===== src/design/mbe_pkg.sv =====
`default_nettype none

package mbe_pkg;

  // Data bits sent per byte, most significant first
  localparam int unsigned DATA_BITS = 8;
  localparam int unsigned BIT_IDX_W = (DATA_BITS > 1) ? $clog2(DATA_BITS) : 1;

  // Field widths fixed by the line format
  localparam int unsigned BYTE_W  = 8;
  localparam int unsigned TIME_W  = 16;
  localparam int unsigned REPS_W  = 3;
  localparam int unsigned CFG_IDX_W = 3;

  localparam logic [REPS_W-1:0] MAX_WAKE_REPEATS = 3'd5;
  // Position of the closing low of a wake block (levels 0..7 alternate, 8 is low)
  localparam logic [3:0] WAKE_STEP_LAST = 4'd8;

  // Register reset values
  localparam logic [REPS_W-1:0] RST_WAKE_REPEATS  = 3'd3;
  localparam logic [TIME_W-1:0] RST_WAKE_BIT_TIME = 16'd27450;
  localparam logic [TIME_W-1:0] RST_HEADER_TIME   = 16'd24450;
  localparam logic [TIME_W-1:0] RST_HALF_BIT_TIME = 16'd21187;
  localparam logic [TIME_W-1:0] RST_TAIL_TIME     = 16'd996;

  // Queue between front and back
  localparam int unsigned QUEUE_DEPTH = 2;
  localparam int unsigned Q_PTR_W = (QUEUE_DEPTH > 1) ? $clog2(QUEUE_DEPTH) : 1;
  localparam int unsigned Q_CNT_W = $clog2(QUEUE_DEPTH + 1);

  typedef enum logic [CFG_IDX_W-1:0] {
    CFG_WAKE_REPEATS  = 3'd0,
    CFG_WAKE_BIT_TIME = 3'd1,
    CFG_HEADER_TIME   = 3'd2,
    CFG_HALF_BIT_TIME = 3'd3,
    CFG_TAIL_TIME     = 3'd4
  } cfg_idx_e;

  typedef struct packed {
    logic [REPS_W-1:0] wake_repeats;
    logic [TIME_W-1:0] wake_bit_time;
    logic [TIME_W-1:0] header_time;
    logic [TIME_W-1:0] half_bit_time;
    logic [TIME_W-1:0] tail_time;
  } mbe_cfg_t;

  typedef struct packed {
    logic [DATA_BITS-1:0] data;
    logic [REPS_W-1:0]    blocks;
  } mbe_entry_t;

  typedef struct packed {
    logic       valid;
    mbe_entry_t entry;
  } mbe_head_t;

endpackage

`default_nettype wire


===== src/design/manchester_byte_line_encoder_unit.sv =====
// Channel | Dir | Handshake            | Payload
// --------+-----+----------------------+------------------------------------------
// in      | in  | in_valid_i/in_ready_o | data_byte_i[7:0]
// out     | out | out_valid_o/out_ready_i | line_level_o, hold_time_o[15:0], last_of_run_o
// cfg     | in  | cfg_we_i (no wait)    | cfg_idx_i[2:0], cfg_wdata_i[15:0]
//
// One byte yields 9*W + 2 + 2*DATA_BITS + 1 beats, W the wake block count
// clamped to 5: 19 to 64 beats, one per cycle from the back sequencer while
// the out channel takes them. Bytes are accepted while earlier runs play out,
// until the two-entry queue is full. Reset is asynchronous, active low; it
// restores the register defaults and empties the queue and output register.
// A stalled out beat holds; the sequencer waits behind it.
`default_nettype none

module manchester_byte_line_encoder_unit (
  input  logic        clk_i,
  input  logic        rst_ni,
  input  logic        cfg_we_i,
  input  logic [2:0]  cfg_idx_i,
  input  logic [15:0] cfg_wdata_i,
  input  logic        in_valid_i,
  output logic        in_ready_o,
  input  logic [7:0]  data_byte_i,
  output logic        out_valid_o,
  input  logic        out_ready_i,
  output logic        line_level_o,
  output logic [15:0] hold_time_o,
  output logic        last_of_run_o
);
  import mbe_pkg::*;

  mbe_cfg_t   cfg;
  mbe_entry_t q_entry;
  mbe_head_t  q_head;
  logic       q_full, q_push, q_pop;

  // Front: register file, byte acceptance, wake count clamp
  mbe_front u_front (
    .clk_i       (clk_i),
    .rst_ni      (rst_ni),
    .cfg_we_i    (cfg_we_i),
    .cfg_idx_i   (cfg_idx_i),
    .cfg_wdata_i (cfg_wdata_i),
    .in_valid_i  (in_valid_i),
    .in_ready_o  (in_ready_o),
    .data_byte_i (data_byte_i),
    .q_full_i    (q_full),
    .q_push_o    (q_push),
    .q_entry_o   (q_entry),
    .cfg_o       (cfg)
  );

  // Queue: decouples byte intake from the level sequencer
  mbe_queue u_queue (
    .clk_i   (clk_i),
    .rst_ni  (rst_ni),
    .push_i  (q_push),
    .entry_i (q_entry),
    .full_o  (q_full),
    .pop_i   (q_pop),
    .head_o  (q_head)
  );

  // Back: walks wake, header, data and tail levels into the output register
  mbe_back u_back (
    .clk_i         (clk_i),
    .rst_ni        (rst_ni),
    .cfg_i         (cfg),
    .head_i        (q_head),
    .pop_o         (q_pop),
    .out_valid_o   (out_valid_o),
    .out_ready_i   (out_ready_i),
    .line_level_o  (line_level_o),
    .hold_time_o   (hold_time_o),
    .last_of_run_o (last_of_run_o)
  );

endmodule

`default_nettype wire


===== src/design/mbe_front.sv =====
`default_nettype none

module mbe_front (
  input  logic                      clk_i,
  input  logic                      rst_ni,
  input  logic                      cfg_we_i,
  input  logic [2:0]                cfg_idx_i,
  input  logic [15:0]               cfg_wdata_i,
  input  logic                      in_valid_i,
  output logic                      in_ready_o,
  input  logic [7:0]                data_byte_i,
  input  logic                      q_full_i,
  output logic                      q_push_o,
  output mbe_pkg::mbe_entry_t       q_entry_o,
  output mbe_pkg::mbe_cfg_t         cfg_o
);
  import mbe_pkg::*;

  mbe_cfg_t cfg_q;

  always_ff @(posedge clk_i or negedge rst_ni) begin
    if (!rst_ni) begin
      cfg_q.wake_repeats  <= RST_WAKE_REPEATS;
      cfg_q.wake_bit_time <= RST_WAKE_BIT_TIME;
      cfg_q.header_time   <= RST_HEADER_TIME;
      cfg_q.half_bit_time <= RST_HALF_BIT_TIME;
      cfg_q.tail_time     <= RST_TAIL_TIME;
    end else if (cfg_we_i) begin
      unique case (cfg_idx_i)
        CFG_WAKE_REPEATS:  cfg_q.wake_repeats  <= cfg_wdata_i[REPS_W-1:0];
        CFG_WAKE_BIT_TIME: cfg_q.wake_bit_time <= cfg_wdata_i;
        CFG_HEADER_TIME:   cfg_q.header_time   <= cfg_wdata_i;
        CFG_HALF_BIT_TIME: cfg_q.half_bit_time <= cfg_wdata_i;
        CFG_TAIL_TIME:     cfg_q.tail_time     <= cfg_wdata_i;
        default: ;
      endcase
    end
  end

  assign cfg_o      = cfg_q;
  assign in_ready_o = !q_full_i;
  assign q_push_o   = in_valid_i && !q_full_i;

  // Classify: clamp the wake block count, keep the data bits that go out
  assign q_entry_o.data   = data_byte_i[DATA_BITS-1:0];
  assign q_entry_o.blocks = (cfg_q.wake_repeats > MAX_WAKE_REPEATS) ? MAX_WAKE_REPEATS
                                                                    : cfg_q.wake_repeats;

endmodule

`default_nettype wire


===== src/design/mbe_queue.sv =====
`default_nettype none

module mbe_queue (
  input  logic                clk_i,
  input  logic                rst_ni,
  input  logic                push_i,
  input  mbe_pkg::mbe_entry_t entry_i,
  output logic                full_o,
  input  logic                pop_i,
  output mbe_pkg::mbe_head_t  head_o
);
  import mbe_pkg::*;

  mbe_entry_t           mem_q [QUEUE_DEPTH];
  logic [Q_PTR_W-1:0]   wr_ptr_q, rd_ptr_q;
  logic [Q_CNT_W-1:0]   cnt_q;

  function automatic logic [Q_PTR_W-1:0] ptr_inc(input logic [Q_PTR_W-1:0] p);
    logic [Q_PTR_W-1:0] r;
    if (p == Q_PTR_W'(QUEUE_DEPTH - 1)) r = '0;
    else r = p + Q_PTR_W'(1);
    return r;
  endfunction

  always_ff @(posedge clk_i) begin
    if (push_i) mem_q[wr_ptr_q] <= entry_i;
  end

  always_ff @(posedge clk_i or negedge rst_ni) begin
    if (!rst_ni) begin
      wr_ptr_q <= '0;
      rd_ptr_q <= '0;
      cnt_q    <= '0;
    end else begin
      if (push_i) wr_ptr_q <= ptr_inc(wr_ptr_q);
      if (pop_i)  rd_ptr_q <= ptr_inc(rd_ptr_q);
      if (push_i && !pop_i)      cnt_q <= cnt_q + Q_CNT_W'(1);
      else if (pop_i && !push_i) cnt_q <= cnt_q - Q_CNT_W'(1);
    end
  end

  assign full_o       = (cnt_q == Q_CNT_W'(QUEUE_DEPTH));
  assign head_o.valid = (cnt_q != '0);
  assign head_o.entry = mem_q[rd_ptr_q];

endmodule

`default_nettype wire


===== src/design/mbe_back.sv =====
`default_nettype none

module mbe_back (
  input  logic               clk_i,
  input  logic               rst_ni,
  input  mbe_pkg::mbe_cfg_t  cfg_i,
  input  mbe_pkg::mbe_head_t head_i,
  output logic               pop_o,
  output logic               out_valid_o,
  input  logic               out_ready_i,
  output logic               line_level_o,
  output logic [15:0]        hold_time_o,
  output logic               last_of_run_o
);
  import mbe_pkg::*;

  typedef enum logic [2:0] {
    PH_IDLE, PH_WAKE, PH_HDR, PH_DATA, PH_TAIL
  } phase_e;

  phase_e                phase_q, phase_d, eff_phase;
  logic [3:0]            cnt_q, cnt_d, eff_cnt;
  logic [REPS_W-1:0]     blk_q, blk_d, eff_blk;
  logic [BIT_IDX_W-1:0]  bit_q, bit_d, eff_bit;
  logic [DATA_BITS-1:0]  byte_q, byte_d, eff_byte;
  logic                  out_valid_q, out_valid_d;
  logic                  level_q, level_d;
  logic [TIME_W-1:0]     hold_q, hold_d;
  logic                  last_q, last_d;
  logic                  adv, go;

  always_comb begin
    phase_d     = phase_q;
    cnt_d       = cnt_q;
    blk_d       = blk_q;
    bit_d       = bit_q;
    byte_d      = byte_q;
    out_valid_d = out_valid_q;
    level_d     = level_q;
    hold_d      = hold_q;
    last_d      = last_q;

    // Position of the level to emit now; from the queue head when starting
    eff_phase = phase_q;
    eff_cnt   = cnt_q;
    eff_blk   = blk_q;
    eff_bit   = bit_q;
    eff_byte  = byte_q;
    if (phase_q == PH_IDLE) begin
      eff_phase = (head_i.entry.blocks != '0) ? PH_WAKE : PH_HDR;
      eff_cnt   = '0;
      eff_blk   = head_i.entry.blocks;
      eff_bit   = BIT_IDX_W'(DATA_BITS - 1);
      eff_byte  = head_i.entry.data;
    end

    adv   = !out_valid_q || out_ready_i;
    go    = adv && ((phase_q != PH_IDLE) || head_i.valid);
    pop_o = go && (phase_q == PH_IDLE);

    if (out_ready_i) out_valid_d = 1'b0;

    if (go) begin
      out_valid_d = 1'b1;
      byte_d      = eff_byte;
      blk_d       = eff_blk;
      bit_d       = eff_bit;
      cnt_d       = eff_cnt;
      last_d      = 1'b0;
      unique case (eff_phase)
        PH_WAKE: begin
          level_d = eff_cnt[0];
          hold_d  = cfg_i.wake_bit_time;
          if (eff_cnt == WAKE_STEP_LAST) begin
            cnt_d   = '0;
            blk_d   = eff_blk - REPS_W'(1);
            phase_d = (eff_blk == REPS_W'(1)) ? PH_HDR : PH_WAKE;
          end else begin
            cnt_d   = eff_cnt + 4'd1;
            phase_d = PH_WAKE;
          end
        end
        PH_HDR: begin
          level_d = ~eff_cnt[0];
          hold_d  = cfg_i.header_time;
          if (eff_cnt[0]) begin
            cnt_d   = '0;
            bit_d   = BIT_IDX_W'(DATA_BITS - 1);
            phase_d = PH_DATA;
          end else begin
            cnt_d   = 4'd1;
            phase_d = PH_HDR;
          end
        end
        PH_DATA: begin
          level_d = eff_byte[eff_bit] ^ eff_cnt[0];
          hold_d  = cfg_i.half_bit_time;
          if (eff_cnt[0]) begin
            cnt_d   = '0;
            bit_d   = eff_bit - BIT_IDX_W'(1);
            phase_d = (eff_bit == '0) ? PH_TAIL : PH_DATA;
          end else begin
            cnt_d   = 4'd1;
            phase_d = PH_DATA;
          end
        end
        PH_TAIL: begin
          level_d = 1'b0;
          hold_d  = cfg_i.tail_time;
          last_d  = 1'b1;
          phase_d = PH_IDLE;
        end
        default: begin
          out_valid_d = out_valid_q;
          phase_d     = PH_IDLE;
        end
      endcase
    end
  end

  always_ff @(posedge clk_i or negedge rst_ni) begin
    if (!rst_ni) begin
      phase_q     <= PH_IDLE;
      cnt_q       <= '0;
      blk_q       <= '0;
      bit_q       <= '0;
      out_valid_q <= 1'b0;
    end else begin
      phase_q     <= phase_d;
      cnt_q       <= cnt_d;
      blk_q       <= blk_d;
      bit_q       <= bit_d;
      out_valid_q <= out_valid_d;
    end
  end

  always_ff @(posedge clk_i) begin
    byte_q  <= byte_d;
    level_q <= level_d;
    hold_q  <= hold_d;
    last_q  <= last_d;
  end

  assign out_valid_o   = out_valid_q;
  assign line_level_o  = level_q;
  assign hold_time_o   = hold_q;
  assign last_of_run_o = last_q;

endmodule

`default_nettype wire


===== config.mk =====
export PLATFORM = sky130hd
export DESIGN_NAME = manchester_byte_line_encoder_unit
export DESIGN_NICKNAME = d
export VERILOG_FILES = /design/src/design/mbe_pkg.sv /design/src/design/manchester_byte_line_encoder_unit.sv /design/src/design/mbe_front.sv /design/src/design/mbe_queue.sv /design/src/design/mbe_back.sv
export SDC_FILE = /design/constraint.sdc
export NUM_CORES = 1
export LEC_CHECK = 0
export ABC_CLOCK_PERIOD_IN_PS = 2000
export BUFFER_PORTS_ARGS = -buffer_cell sky130_fd_sc_hd__buf_2
export CAP_MARGIN = 20
export CELL_PAD_IN_SITES_DETAIL_PLACEMENT = 1
export CELL_PAD_IN_SITES_GLOBAL_PLACEMENT = 2
export CORE_MARGIN = 5
export CORE_UTILIZATION = 38
export DETAILED_ROUTE_END_ITERATION = 7
export PLACE_DENSITY = 0.85
export REMOVE_ABC_BUFFERS = 1
export SLEW_MARGIN = 20
export SYNTH_ARGS = -nofsm -noshare
export SYNTH_HDL_FRONTEND = slang
export SYNTH_SLANG_ARGS = --single-unit
export TNS_END_PERCENT = 5

===== constraint.sdc =====
create_clock -name clk_i -period 2 [get_ports clk_i]
set_input_delay 0.4 -clock clk_i [delete_from_list [all_inputs] [get_ports clk_i]]
set_output_delay 0.4 -clock clk_i [all_outputs]
set_load 0.01 [all_outputs]

Word level (Yosys, flattened, before mapping)

Memory sizes are Yosys's and may differ from the RTL's.
Index checks and enable logic that the tools add are counted.

$add $sub $neg: 7
Multiply operators: 0
Div/mod/pow operators: 0
Magnitude comparators: 2
Equality and inequality tests: 12
Shift-type cells: 0
Muxes and demuxes: 35
Bitwise gates (word level): 2
Reduce and logical (&&, ||, !) cells: 29

Operator list:

| operator              | count |
|---|---|
| $pmux W16 S4          | 1 |
| $mux W3               | 11 |
| $reduce_and A2 Y1     | 7 |
| $eq A3 B2 Y1 const B  | 4 |
| $mux W1               | 11 |
| $eq A3 B1 Y1 const B  | 3 |
| $logic_not A3 Y1      | 3 |
| $pmux W3 S3           | 1 |
| $mux W2               | 4 |
| $mux W4               | 2 |
| $mux W8               | 1 |
| $pmux W4 S2           | 1 |
| $eq A3 B3 Y1 const B  | 2 |
| $pmux W3 S2           | 1 |
| $reduce_bool A2 Y1    | 3 |
| $reduce_bool A3 Y1    | 2 |
| $sub A3 B1 Y3 const B | 2 |
| $logic_and A1 B1 Y1   | 5 |
| $add A4 B1 Y4 const B | 1 |
| $eq A4 B4 Y1 const B  | 1 |
| $logic_not A1 Y1      | 4 |
| $lt A3 B4 Y1 const B  | 1 |
| $pmux W1 S4           | 1 |
| $reduce_bool A4 Y1    | 1 |
| 12 further kinds      | 14 |

Flip-flop bits (word level): 111
Latch bits: 0
RAM bits: 22
Bits in read-only memories: 0
Bits of input ports: 32
Output and inout port bits: 20
Logic and storage cells: 105
Memories kept: 1

Memory list:

| name          | words | width | read ports | clocked after memory_dff | wr ports | RTL line        | RTL |
|---|---|---|---|---|---|---|---|
| u_queue.mem_q | 2     | 11    | 1          | 0                        | 1        | mbe_queue.sv:14 | `mbe_entry_t mem_q [QUEUE_DEPTH];` |

Depth between registers and ports, before layout

Gate-level depths: netlist of the first run.
An unclocked memory read counts as a cell.

Depth in word-level cells: 8
Mapped depth: 10
Depth with buffers taken out: 8

Hierarchy

From an unflattened synthesis of the first run, not the netlist that was laid out.

Cell total of the unflattened synthesis: 464
Area, all modules: 6402.4 µm²

By module, submodules not included:

| module    | instances | cells each | area an instance (µm²) | seq. area each (µm²) |
|---|---|---|---|---|
| mbe_front | 1         | 159        | 2829.0                 | 1716.6 |
| mbe_back  | 1         | 255        | 2555.0                 | 1131.1 |
| mbe_queue | 1         | 50         | 1018.5                 | 760.7 |

Least setup slack after synthesis of the first run

No wires, ideal clock.

Path type: register to register
From: reg u_back.phase_q[1]
To: reg u_back.blk_q[1]
Library setup time: 0.076 ns
Arrival: 2.155 ns
Required time: 1.924 ns
Path slack: -0.231 ns
Cell stages (with the launch flop): 11
Buffers on the path: 2
Clock period less this slack: 2.231 ns
Cell sequence: dfrtp_1 > or3_1 > buf_2 > and2_1 > inv_1 > ha_1 > and3b_1 > clkbuf_1 > nand2_1 > mux2_2 > o21ai_1

Word-level cells in the longest chain between the ends: 5
Elaborated cells between the ends (all ways): 12
Classes of those cells: add/sub: 1; eq/ne: 2; mux: 5; reduce/logical: 4

RTL lines:

| what                                                 | RTL line                       | RTL |
|---|---|---|
| start: declaration                                   | mbe_back.sv:21                 | `phase_e phase_q, phase_d, eff_phase;` |
| start signal: assignment                             | mbe_back.sv:129                | `phase_q <= phase_d;` |
| $logic_not A3 Y1                                     | mbe_back.sv:49                 | `if (phase_q == PH_IDLE) begin` |
| $mux W3 / $mux W4 (equally long branches)            | mbe_back.sv:49                 |  |
| $sub A3 B1 Y3 / $eq A4 B4 Y1 (equally long branches) | mbe_back.sv:76, mbe_back.sv:74 |  |
| $mux W3                                              | mbe_back.sv:74                 | `if (eff_cnt == WAKE_STEP_LAST) begin` |
| $mux W3                                              | mbe_back.sv:70                 | `unique case (eff_phase)` |
| end signal: assignment                               | mbe_back.sv:131                | `blk_q <= blk_d;` |
| end: declaration                                     | mbe_back.sv:23                 | `logic [REPS_W-1:0] blk_q, blk_d, eff_blk;` |

Parallel ways exist; a longest one is shown, timed or not.
A chain may end at the register's enable or synchronous reset.

Worst setup path in the final report of the first run

From: reg u_back.phase_q[1]
To: reg u_back.blk_q[2]

Same word-level chain as after synthesis.

==> results of run 1 <==
-- power by group through the flow --
stage | Clock, mW | Sequential [mW] | Combinational (mW)
6_report | 3.02 | 4.37 | 3.84
5_1_grt | 3.21 | 4.46 | 4.14
4_1_cts | 3.07 | 4.36 | 3.77
3_5_place_dp | 0 | 4.37 | 3.52
3_3_place_gp | 0 | 4.33 | 3.34
2_1_floorplan | 0 | 4.41 | 1.89
-- repair_timing --
item	in CTS	in global routing
setup endpoints to repair	10	17
hold endpoints to repair	12	0
hold buffers	1	0
pin swaps	5	7
setup buffers	5	2
gates resized for setup	17	12
-- worst reg2reg max path: cells and delay by family (launching register included) --
family                   cells  cell delay (ns)
flip-flops                   1             0.42
AO/OA/AOI/OAI                2             0.25
multiplexers                 1             0.25
adder cells (fa/ha/maj)      1             0.20
buffers and inverters        2             0.32
AND/OR/NAND/NOR              2             0.48
-- layer usage --
layer | vias to the layer above | track usage [%]
met5 | - | 0
met4 | 0 | 8.29
met3 | 28 | 4.00
met2 | 98 | 30.5
met1 | 2124 | 22.3
li1 | 1885 | -
-- registers in the layout, indices dropped and copies added, names as in the netlist, 2 cells and up --
signal              cells
u_queue.cnt_q           2
u_back.phase_q          3
u_queue.mem_q          22
u_back.cnt_q            4
u_front.cfg_o          67
u_back.blk_q            3
u_back.hold_time_o     16
u_back.byte_q           8
u_back.bit_q            3
-- layout by cell type, fill, tap and decap left out, drive strengths merged, types with 5 or more instances in the layout --
cell    synthesis  routed
o21ai          38      38
a31oi           5       5
and3            5       5
edfxtp         48      48
buf            19     104
mux2           55      55
ha              6       6
dfstp          32      32
nand2b          6       6
nand2          40      40
xnor2           5       5
mux2i          29      29
clkinv          0       5
clkbuf          8      20
inv            26      27
nor3            5       5
a222oi         17      17
dfrtp          53      53
nor2           13      13
nand3           7       7
-- cells by family after synthesis --
group / count (synthesis) / synth area share (%)
compound gates: 80 / 9.17
xor+xnor: 7 / 1.01
fa+ha+maj: 6 / 1.24
buf+inv: 53 / 4.17
flops: 133 / 59.6
mux: 86 / 15.8
simple gates: 98 / 9.05
-- stage by stage --
step	hold slack, ns	setup TNS, ns	std cells	setup slack, ns
after CTS	0.161	-0.0137	787	-0.0137
after global routing	0.163	-0.961	789	-0.141
after floorplan	0.104	-6.88	436	-0.329
final	0.181	-0.181	789	-0.0839
after detailed placement	0.301	-0.499	749	-0.103
after global placement	0.294	0	749	0.00113
-- area by class of cell --
type,count,area share [%]
flip-flops and latches,133,47.6
multi-input cells,277,30.1
repair buffers,105,9.97
clock buffers,20,5.76
well taps,216,3.56
clock inverters,12,1.73
inverters,26,1.29
-- how the worst max path moves through the flow --
| stage | from | to | slack, ns | cells after the start |
|---|---|---|---|---|
| 2_1_floorplan | u_back.phase_q[1] | u_back.blk_q[1] | -0.33 | 8 |
| 3_3_place_gp | u_back.phase_q[0] | u_back.blk_q[1] | 0.001 | 8 |
| 3_5_place_dp | u_back.phase_q[0] | u_back.blk_q[0] | -0.10 | 8 |
| 4_1_cts | u_back.phase_q[0] | u_back.blk_q[2] | -0.01 | 8 |
| 5_1_grt | u_back.phase_q[1] | u_back.blk_q[2] | -0.14 | 8 |
| 6_report | u_back.phase_q[1] | u_back.blk_q[2] | -0.08 | 8 |
==> impl_metrics.env, run 1 <==
export IMPL_met1Wirelength_mm=6.75
export IMPL_critical_path_top_delay_family="simple AND/OR/NAND/NOR gates"
export IMPL_ioPinCount=52
export IMPL_cts_tree="yes"
export IMPL_synthTopCellsByArea="edfxtp_1 24%, dfrtp_1 22%, dfstp_2 14%"
export IMPL_clkLatencyLatePin_ns=0.42
export IMPL_clk_path_buf_depth=2
export IMPL_setup_violations=7
export IMPL_clkPwrFrac_pct=26.9
export IMPL_die_h_um=136
export IMPL_whs_path_depth=1
export IMPL_swShare_pct=33.0
export IMPL_slew_headroom_pct=66.0
export IMPL_intPower_mw=7.52
export IMPL_reg2reg_depth=8
export IMPL_wl_met3_um=633
export IMPL_timing_final_ws_setup_ns=-0.0839
export IMPL_grt_overflow_total=0
export IMPL_antennaDiodeCount=0
export IMPL_worst_path_max_delay_cell="dfrtp_1"
export IMPL_cp_end_kind="register"
export IMPL_drive_above_1_share_pct=44.2
export IMPL_dpl_hpwl_mm=10.6
export IMPL_timing_rr_start="u_back.phase_q[1]"
export IMPL_regArea_um2=3610
export IMPL_r2r_end="u_back.blk_q[2]"
export IMPL_cp_arrival_ns=2.36
export IMPL_cpMostUsedCell="buf_6"
export IMPL_min_period_ns=2.08
export IMPL_area_growth_syn_to_layout_pct=25.2
export IMPL_hold_path_class="input pin to register"
export IMPL_place_area_um2=6850
export IMPL_cp_required_ns=2.27
export IMPL_cpPeakStageDelay_ns=0.42
export IMPL_p_total_mw=11.2
export IMPL_multi_input_area_um2=2280
export IMPL_clkTransAtPathRegs_ns=0.06
export IMPL_synth_area_um2=6060
export IMPL_maxCapViolCount=0
export IMPL_layout_nets=598
export IMPL_port_buffers=51
export IMPL_wl_per_cell_um=20.1
export IMPL_design_area_um2=7580
export IMPL_syn_avg_cell_area_um2=13.1
export IMPL_postRouteAntennaNets=0
export IMPL_holdCritStartpoint="data_byte_i[6]"
export IMPL_yosysMostFrequentCell="mux2_2"
export IMPL_path_max_fanout=4
export IMPL_drt_vias_per_instance=5.24
export IMPL_core_um2=15800
export IMPL_maxSlewViolCount=0
export IMPL_ys_ff_latch=133
export IMPL_synth_commonest_cells="55 x mux2_2, 53 x dfrtp_1, 48 x edfxtp_1, 40 x nand2_1, 35 x o21ai_0"
export IMPL_firstDrtPassIters=5
export IMPL_ir_drop_mv=0.682
export IMPL_grt_max_degree=46
export IMPL_root_buffer="clkbuf_16"
export IMPL_n_fill_cell=1650
export IMPL_combPwrFrac_pct=34.2
export IMPL_yosys_warnings=0
export IMPL_antenna_found_initial=0
export IMPL_ys_types=56
export IMPL_cts_buffers=17
export IMPL_worstHoldEndpoint="u_queue.mem_q[0][9]"
export IMPL_htreeDepth=4
export IMPL_synthCells=463
export IMPL_leakage_nw=3.10
export IMPL_synth_yosys_seq_area_share_pct=59.6
export IMPL_synth_top_cell_area_share_pct=23.8
export IMPL_place_gp_congestion=0.919
export IMPL_fin_crit_sh_pct=104
export IMPL_die_w_um=136
export IMPL_drtIter0Drc=211
export IMPL_wl_met2_mm=8.12
export IMPL_grt_usage_pct=18.1
export IMPL_grt_pass1_wl_mm=25.5
export IMPL_fmax_ghz=0.480
export IMPL_p_seq_share_pct=38.9
export IMPL_yosys_area_top_type="edfxtp_1"
export IMPL_async_reset_ff_share_pct=63.9
export IMPL_cp_start_kind="register"
export IMPL_row_count=46
export IMPL_run_status="finished, violations left"
export IMPL_p_sw_mw=3.71
export IMPL_synth_edf_count=48
export IMPL_violations="negative setup slack"
export IMPL_path_class="register to register"
export IMPL_initial_core_util_pct=38.4
export IMPL_die_area_um2=18600
export IMPL_skew_ns=0.00919
export IMPL_drc_errors=0
export IMPL_rsz0062_at_grt="yes"
export IMPL_worst_path_buf_inv=2
export IMPL_num_vias=4135
export IMPL_tightest_slew_ns=0.511
export IMPL_highest_layer="met4"
export IMPL_fin_util_pct=48.1
export IMPL_worstPathCellList="buf_6 > nor3_4 > buf_6 > mux2i_4 > ha_2 > and3_4 > o21bai_1 > a31oi_2"
export IMPL_synth_ff_type="dfrtp_1"
export IMPL_finalHoldViolations=0
export IMPL_powerDensity_nw_per_um2=1480
export IMPL_drt_wl_total_mm=15.9
export IMPL_regToRegSetupSlack_ns=-0.08
export IMPL_cts_num_sinks=133
export IMPL_grt_pass1_vias=4650
No activity file was read; power rests on OpenSTA's default activity.
==> inputs of run 2 (changes only) <==
CELL_PAD_IN_SITES_DETAIL_PLACEMENT = not set   (was 1)
CELL_PAD_IN_SITES_GLOBAL_PLACEMENT = not set   (was 2)
CORE_UTILIZATION = 54   (was 38)
==> run 2 against run 1 <==
Effect of this change:
- the run now ends clean
- register-to-register slack better by 0.12 ns
- power up 2.9%
- die area down 28%
- clock-buffer cell count down 2
- fmax up 6.1%
- sequential share of layout area up 0.44 points
- critical path depth down 1
- clock power up 15%
- first-iteration DRC count up 54%
- critical endpoint is now u_queue.cnt_q[1]
- largest power group unchanged
==> impl_metrics.env, run 2 (synthesis results as in run 1) <==
export IMPL_met2_usage_pct=35.9
export IMPL_firstDrtPassIters=7
export IMPL_ioPinCount=52
export IMPL_cp_arrival_ns=2.30
export IMPL_cp_required_ns=2.34
export IMPL_fin_crit_sh_pct=98.2
export IMPL_port_buffers=51
export IMPL_grt_usage_pct=22.1
export IMPL_grt_util_met1_pct=27.9
export IMPL_drt_wl_total_mm=13.9
export IMPL_fin_tns_setup_ns=0
export IMPL_clkLatencyLatePin_ns=0.43
export IMPL_grt_pass1_wl_mm=22.5
export IMPL_drt_vias_per_instance=5.81
export IMPL_postRouteAntennaNets=0
export IMPL_place_gp_congestion=0.893
export IMPL_n_fill_cell=714
export IMPL_min_period_ns=1.96
export IMPL_cp_end_kind="register"
export IMPL_path_max_fanout=6
export IMPL_cts_num_sinks=133
export IMPL_maxCapViolCount=0
export IMPL_layout_nets=588
export IMPL_dpl_hpwl_mm=9.06
export IMPL_powerDensity_nw_per_um2=1540
export IMPL_cts_buffers=17
export IMPL_core_um2=10900
export IMPL_die_h_um=116
export IMPL_clkTransAtPathRegs_ns=0.06
export IMPL_grt_max_degree=48
export IMPL_run_status="complete, no violations"
export IMPL_fmax_ghz=0.509
export IMPL_grt_overflow_total=0
export IMPL_tightest_slew_ns=0.560
export IMPL_combPwrFrac_pct=32.7
export IMPL_p_sw_mw=3.65
export IMPL_wl_per_cell_um=19.7
export IMPL_maxSlewViolCount=0
export IMPL_swShare_pct=31.6
export IMPL_fin_util_pct=68.7
export IMPL_setup_violations=0
export IMPL_place_inst=666
export IMPL_initial_core_util_pct=55.4
export IMPL_die_area_um2=13400
export IMPL_mostFrequentLayoutCell="mux2_2"
export IMPL_worstPathCellList="buf_6 > or4_4 > nand3_2 > or2_4 > ha_2 > nor2_1 > xor2_1"
export IMPL_leakage_nw=3.13
export IMPL_drtIter0Drc=324
export IMPL_final_cell_count_no_fill=703
export IMPL_top_usage_layer="met2"
export IMPL_p_seq_share_pct=37.4
export IMPL_intPower_mw=7.91
export IMPL_path_class="register to register"
export IMPL_final_cell_mix="54 x mux2_2, 52 x dfrtp_1, 50 x buf_2, 48 x edfxtp_1, 39 x nand2_1"
export IMPL_drc_errors=0
export IMPL_clk_path_buf_depth=2
export IMPL_hold_path_class="input pin to register"
export IMPL_slew_headroom_pct=62.7
export IMPL_gr_usage_met3_pct=5.43
export IMPL_grt_pass1_vias=4382
export IMPL_antenna_found_initial=0
export IMPL_row_count=38
export IMPL_die_w_um=116
export IMPL_cts_tree="yes"
export IMPL_skew_ns=0.00957
export IMPL_whs_ns=0.167
export IMPL_area_growth_syn_to_layout_pct=24.0
export IMPL_cpPeakStageDelay_ns=0.54
export IMPL_clkPwrFrac_pct=29.9
export IMPL_htreeDepth=4
export IMPL_drive_above_1_share_pct=42.6
export IMPL_root_buffer="clkbuf_16"
export IMPL_num_vias=4085
export IMPL_worst_path_max_delay_cell="or4_4"
export IMPL_cp_start_kind="register"
export IMPL_ir_drop_mv=0.678
export IMPL_antennaDiodeCount=0
export IMPL_finalHoldViolations=0
export IMPL_p_total_mw=11.6
export IMPL_rsz0062_at_grt="yes"
export IMPL_largest_reg_flops=67
[run 2: changes by cell type in the layout (fill, tap and decap cells not counted), moves of 3 or more]
| cell | previous run | this run |
|---|---|---|
| buf_4 | 44 | 32 |
| clkbuf_1 | 3 | 0 |
| clkinvlp_4 | 4 | 0 |
| inv_6 | 1 | 4 |
| inv_8 | 0 | 3 |
[run 2: critical path: cells and delay by family, from the launching register on]
kind	cells	cell delay, ns
adders and majority gates	1	0.28
buffers and inverters	1	0.14
xor gates and xnor gates	1	0.17
and+or+nand+nor	4	0.92
DFF	1	0.38
[run 2: power groups by stage]
stage                     sequential [mW]  clock (mW)  combinational (mW)
after floorplan                      4.41           0                1.89
after global placement               4.27           0                3.37
after detailed placement             4.33           0                3.49
after CTS                            4.30        3.49                3.55
after global routing                 4.41        3.64                4.10
final                                4.32        3.46                3.78
[run 2: per-layer routing]
metal  share of wire, %  routed length, um  up-vias
met5                  0                  0        -
met4                3.4                466        0
met3                5.3                741       46
met2                 49               6850      129
met1                 42               5820     2033
li1                   -                  -     1877
[run 2: layout make-up]
type | count | area, um2 | share of cell area (%)
tap | 140 | 175 | 2.33
clock inverter | 14 | 211 | 2.82
sequential | 133 | 3610 | 48.1
inverter | 26 | 97.6 | 1.30
multi-input combinational | 277 | 2260 | 30.1
clock buffer | 18 | 450 | 6.00
timing repair buffer | 95 | 706 | 9.40
[run 2: path summary, 6_finish.rpt]
path | startpoint | end | cells after the start | slack [ns]
worst max register to register | u_back.phase_q[1] | u_queue.cnt_q[1] | 7 | 0.04
min in group asynchronous | rst_ni | u_back.cnt_q[3] | 2 | 0.49
worst max-delay path | u_back.phase_q[1] | u_queue.cnt_q[1] | 7 | 0.04
worst min register to register | u_back.cnt_q[3] | u_back.cnt_q[3] | 1 | 0.48
worst min-delay path | data_byte_i[6] | u_queue.mem_q[1][9] | 1 | 0.17
max in group asynchronous | rst_ni | u_front.cfg_o[64] | 3 | 0.82
[run 2: stage by stage]
step,instance area [um2],setup WS (ns)
finish,7510,0.0368
global route,7510,-0.0215
CTS,7400,0.00572
detailed placement,6730,-0.0517
global placement,6730,0.0394
floorplan,5900,-0.329
[run 2: timing repair]
| action | CTS | global route |
|---|---|---|
| hold endpoints to repair | 18 | 0 |
| endpoints found under the setup margin | 2 | 7 |
| pin swaps | 0 | 6 |
| hold buffers | 1 | 0 |
| resized for setup | 1 | 22 |
| setup buffers | 0 | 4 |
==> inputs of run 3 (changes only) <==
REMOVE_ABC_BUFFERS = not set   (was 1)
SYNTH_HIERARCHICAL = 1   (was not set)
==> run 3 against run 2 <==
Effect of this change:
- the flow now finishes with violations (negative setup slack)
- final cell count decreased by 1.8%
- sequential cell count unchanged
- hold slack got worse by 0.00059 ns
- global-route usage decreased by 1.2 points
- non-clock buffer count decreased by 7
- clock-buffer cell count increased by 4
- critical endpoint is now u_back/blk_q[2]
- first-iteration DRC count increased by 25%
- setup slack got worse by 0.13 ns
- fmax decreased by 6.0%
- via count increased by 0.95%
- power increased by 0.20%
==> impl_metrics.env, run 3 <==
export IMPL_die_area_um2=14100
export IMPL_final_cell_mix="53 x dfrtp_1, 50 x buf_2, 48 x edfxtp_1, 44 x mux2_2, 39 x mux2_4"
export IMPL_synth_yosys_seq_area_share_pct=56.4
export IMPL_tightest_slew_ns=0.748
export IMPL_firstDrtPassIters=5
export IMPL_dpl_hpwl_mm=8.79
export IMPL_ioPinCount=52
export IMPL_largest_reg_flops=67
export IMPL_fin_tns_setup_ns=-0.186
export IMPL_cp_required_ns=2.30
export IMPL_synth_compound_area_share_pct=6.70
export IMPL_async_reset_ff_share_pct=63.9
export IMPL_highest_layer="met4"
export IMPL_place_gp_congestion=0.943
export IMPL_reg2reg_depth=8
export IMPL_cp_arrival_ns=2.39
export IMPL_synth_top_cell_area_share_pct=22.5
export IMPL_hold_path_class="input pin to register"
export IMPL_synth_simple_area_share_pct=8.23
export IMPL_die_w_um=119
export IMPL_fin_crit_sh_pct=104
export IMPL_violations="negative setup slack"
export IMPL_cts_tree="yes"
export IMPL_path_max_fanout=4
export IMPL_drt_vias_per_instance=5.98
export IMPL_drc_errors=0
export IMPL_clkTransAtPathRegs_ns=0.06
export IMPL_synth_area_um2=6400
export IMPL_place_area_um2=6960
export IMPL_ir_drop_mv=0.748
export IMPL_place_inst=654
export IMPL_drtIter0Drc=406
export IMPL_wl_per_cell_um=20.2
export IMPL_grt_pass1_vias=4328
export IMPL_timing_final_ws_setup_ns=-0.0891
export IMPL_clkLatencyLatePin_ns=0.42
export IMPL_synth_top_family_by_area="multiplexers"
export IMPL_rsz0062_at_grt="yes"
export IMPL_yosys_warnings=6
export IMPL_final_cell_count_no_fill=690
export IMPL_antennaDiodeCount=0
export IMPL_grt_usage_pct=20.9
export IMPL_die_h_um=119
export IMPL_ys_types=63
export IMPL_postRouteAntennaNets=0
export IMPL_cts_num_sinks=133
export IMPL_whs_ns=0.167
export IMPL_run_status="finished, violations left"
export IMPL_core_um2=11500
export IMPL_n_fill_cell=727
export IMPL_cts_buffers=17
export IMPL_regToRegSetupSlack_ns=-0.09
export IMPL_design_area_um2=7620
export IMPL_synth_ff_type="dfrtp_1"
export IMPL_path_class="register to register"
export IMPL_row_count=39
export IMPL_port_buffers=51
export IMPL_area_growth_syn_to_layout_pct=19.0
export IMPL_min_period_ns=2.09
export IMPL_setup_violations=4
export IMPL_root_buffer="clkbuf_16"
export IMPL_yosys_area_top_type="edfxtp_1"
export IMPL_leakage_nw=3.30
export IMPL_skew_ns=0.00835
export IMPL_antenna_found_initial=0
export IMPL_wl_met3_um=882
export IMPL_mostFrequentLayoutCell="dfrtp_1"
export IMPL_wl_met2_mm=7.02
export IMPL_yosysMostFrequentCell="dfrtp_1"
export IMPL_finalHoldViolations=0
export IMPL_cp_start_kind="register"
export IMPL_htreeDepth=4
export IMPL_synth_area_mux_share_pct=20.4
export IMPL_layout_nets=572
export IMPL_syn_avg_cell_area_um2=13.8
export IMPL_whs_path_depth=1
export IMPL_ys_ff_latch=133
export IMPL_synth_adder_area_share_pct=1.17
export IMPL_synthCells=464
export IMPL_drive_above_1_share_pct=46.4
export IMPL_drt_wl_total_mm=13.9
export IMPL_met1Wirelength_mm=5.72
export IMPL_synth_xor_xnor_area_share_pct=1.09
export IMPL_p_total_mw=11.6
export IMPL_num_vias=4124
export IMPL_cp_end_kind="register"
export IMPL_maxCapViolCount=0
export IMPL_synth_edf_count=48
export IMPL_maxSlewViolCount=0
export IMPL_fmax_ghz=0.479
export IMPL_initial_core_util_pct=55.6
export IMPL_powerDensity_nw_per_um2=1520
export IMPL_grt_pass1_wl_mm=22.9
export IMPL_synthTopCellsByArea="edfxtp_1 23%, dfrtp_1 21%, dfstp_2 13%"
export IMPL_synth_commonest_cells="53 x dfrtp_1, 48 x edfxtp_1, 44 x mux2_2, 39 x mux2_4, 33 x nand2_1"
export IMPL_grt_max_degree=44
export IMPL_clk_path_buf_depth=2
export IMPL_grt_overflow_total=0
export IMPL_synth_nets=502
export IMPL_slew_headroom_pct=50.0
## run 3: cell types whose count changed in the layout (fill, tap and decap cells not counted), moves of 5 or more
| cell | change |
|---|---|
| a21oi_1 | +5 |
| a31oi_1 | -5 |
| mux2_2 | -10 |
| mux2_4 | +38 |
| mux2i_1 | -11 |
| nand2_1 | -7 |
| o21ai_0 | -27 |
## run 3: path summary, 6_finish.rpt
check,start,to
setup / recovery,u_back/phase_q[1],u_back/blk_q[2]
hold / removal,data_byte_i[7],u_queue/mem_q[1][10]
setup reg to reg,u_back/phase_q[1],u_back/blk_q[2]
hold reg to reg,u_queue/wr_ptr_q,u_queue/wr_ptr_q
max in group asynchronous,rst_ni,u_front/cfg_o[49]
min in group asynchronous,rst_ni,u_front/cfg_o[37]
## run 3: metrics by stage
stage / worst slack (ns) / util (%)
after global routing: -0.161 / 66.1
final: -0.0891 / 66.1
after global placement: 0.0243 / 60.5
after detailed placement: -0.0564 / 60.5
after floorplan: -0.132 / -
after CTS: -0.0244 / 66.0
## run 3: kinds of logic after synthesis
kind of cell	after synthesis
flip-flops	133
multiplexers	102
AND/OR/NAND/NOR	95
buffers and inverters	66
AO/OA/AOI/OAI	54
XOR/XNOR	8
adder cells (fa/ha/maj)	6
## run 3: area by class of cell
type                    instances  area (um2)  share of cell area [%]
clock buffers                  22         485                    6.37
inverters                      29         111                    1.46
well taps                     143         179                    2.35
multi-input cells             265        2500                    32.8
repair buffers                 88         617                    8.10
flip-flops and latches        133        3610                    47.4
clock inverters                10         119                    1.56
## run 3: worst max-delay path: stages (launching register included)
cell and delay (ns):
dfrtp_1 0.38, or3_4 0.42, and2_4 0.19, inv_4 0.06, ha_4 0.13, and3b_2 0.24, nand4_1 0.16, o22a_1 0.19
o22a_1 0.20
## run 3: power by group
part | switching [mW] | internal, mW
sequential | 0.504 | 3.91
clock | 1.14 | 1.98
combinational | 2.08 | 1.97
## run 3: timing repair
action,in CTS,in global routing
setup endpoints to repair,13,30
cloned,0,0
buffers inserted,3,1
hold buffers,1,0
hold endpoints to repair,2,0
gates resized for setup,5,2
pin swaps,1,6
## run 3: routing by layer
layer / vias to the layer above / track usage, %
met5: - / 0
met4: 0 / 8.25
met3: 28 / 6.64
met2: 188 / 34.0
met1: 2077 / 26.2
li1: 1831 / -
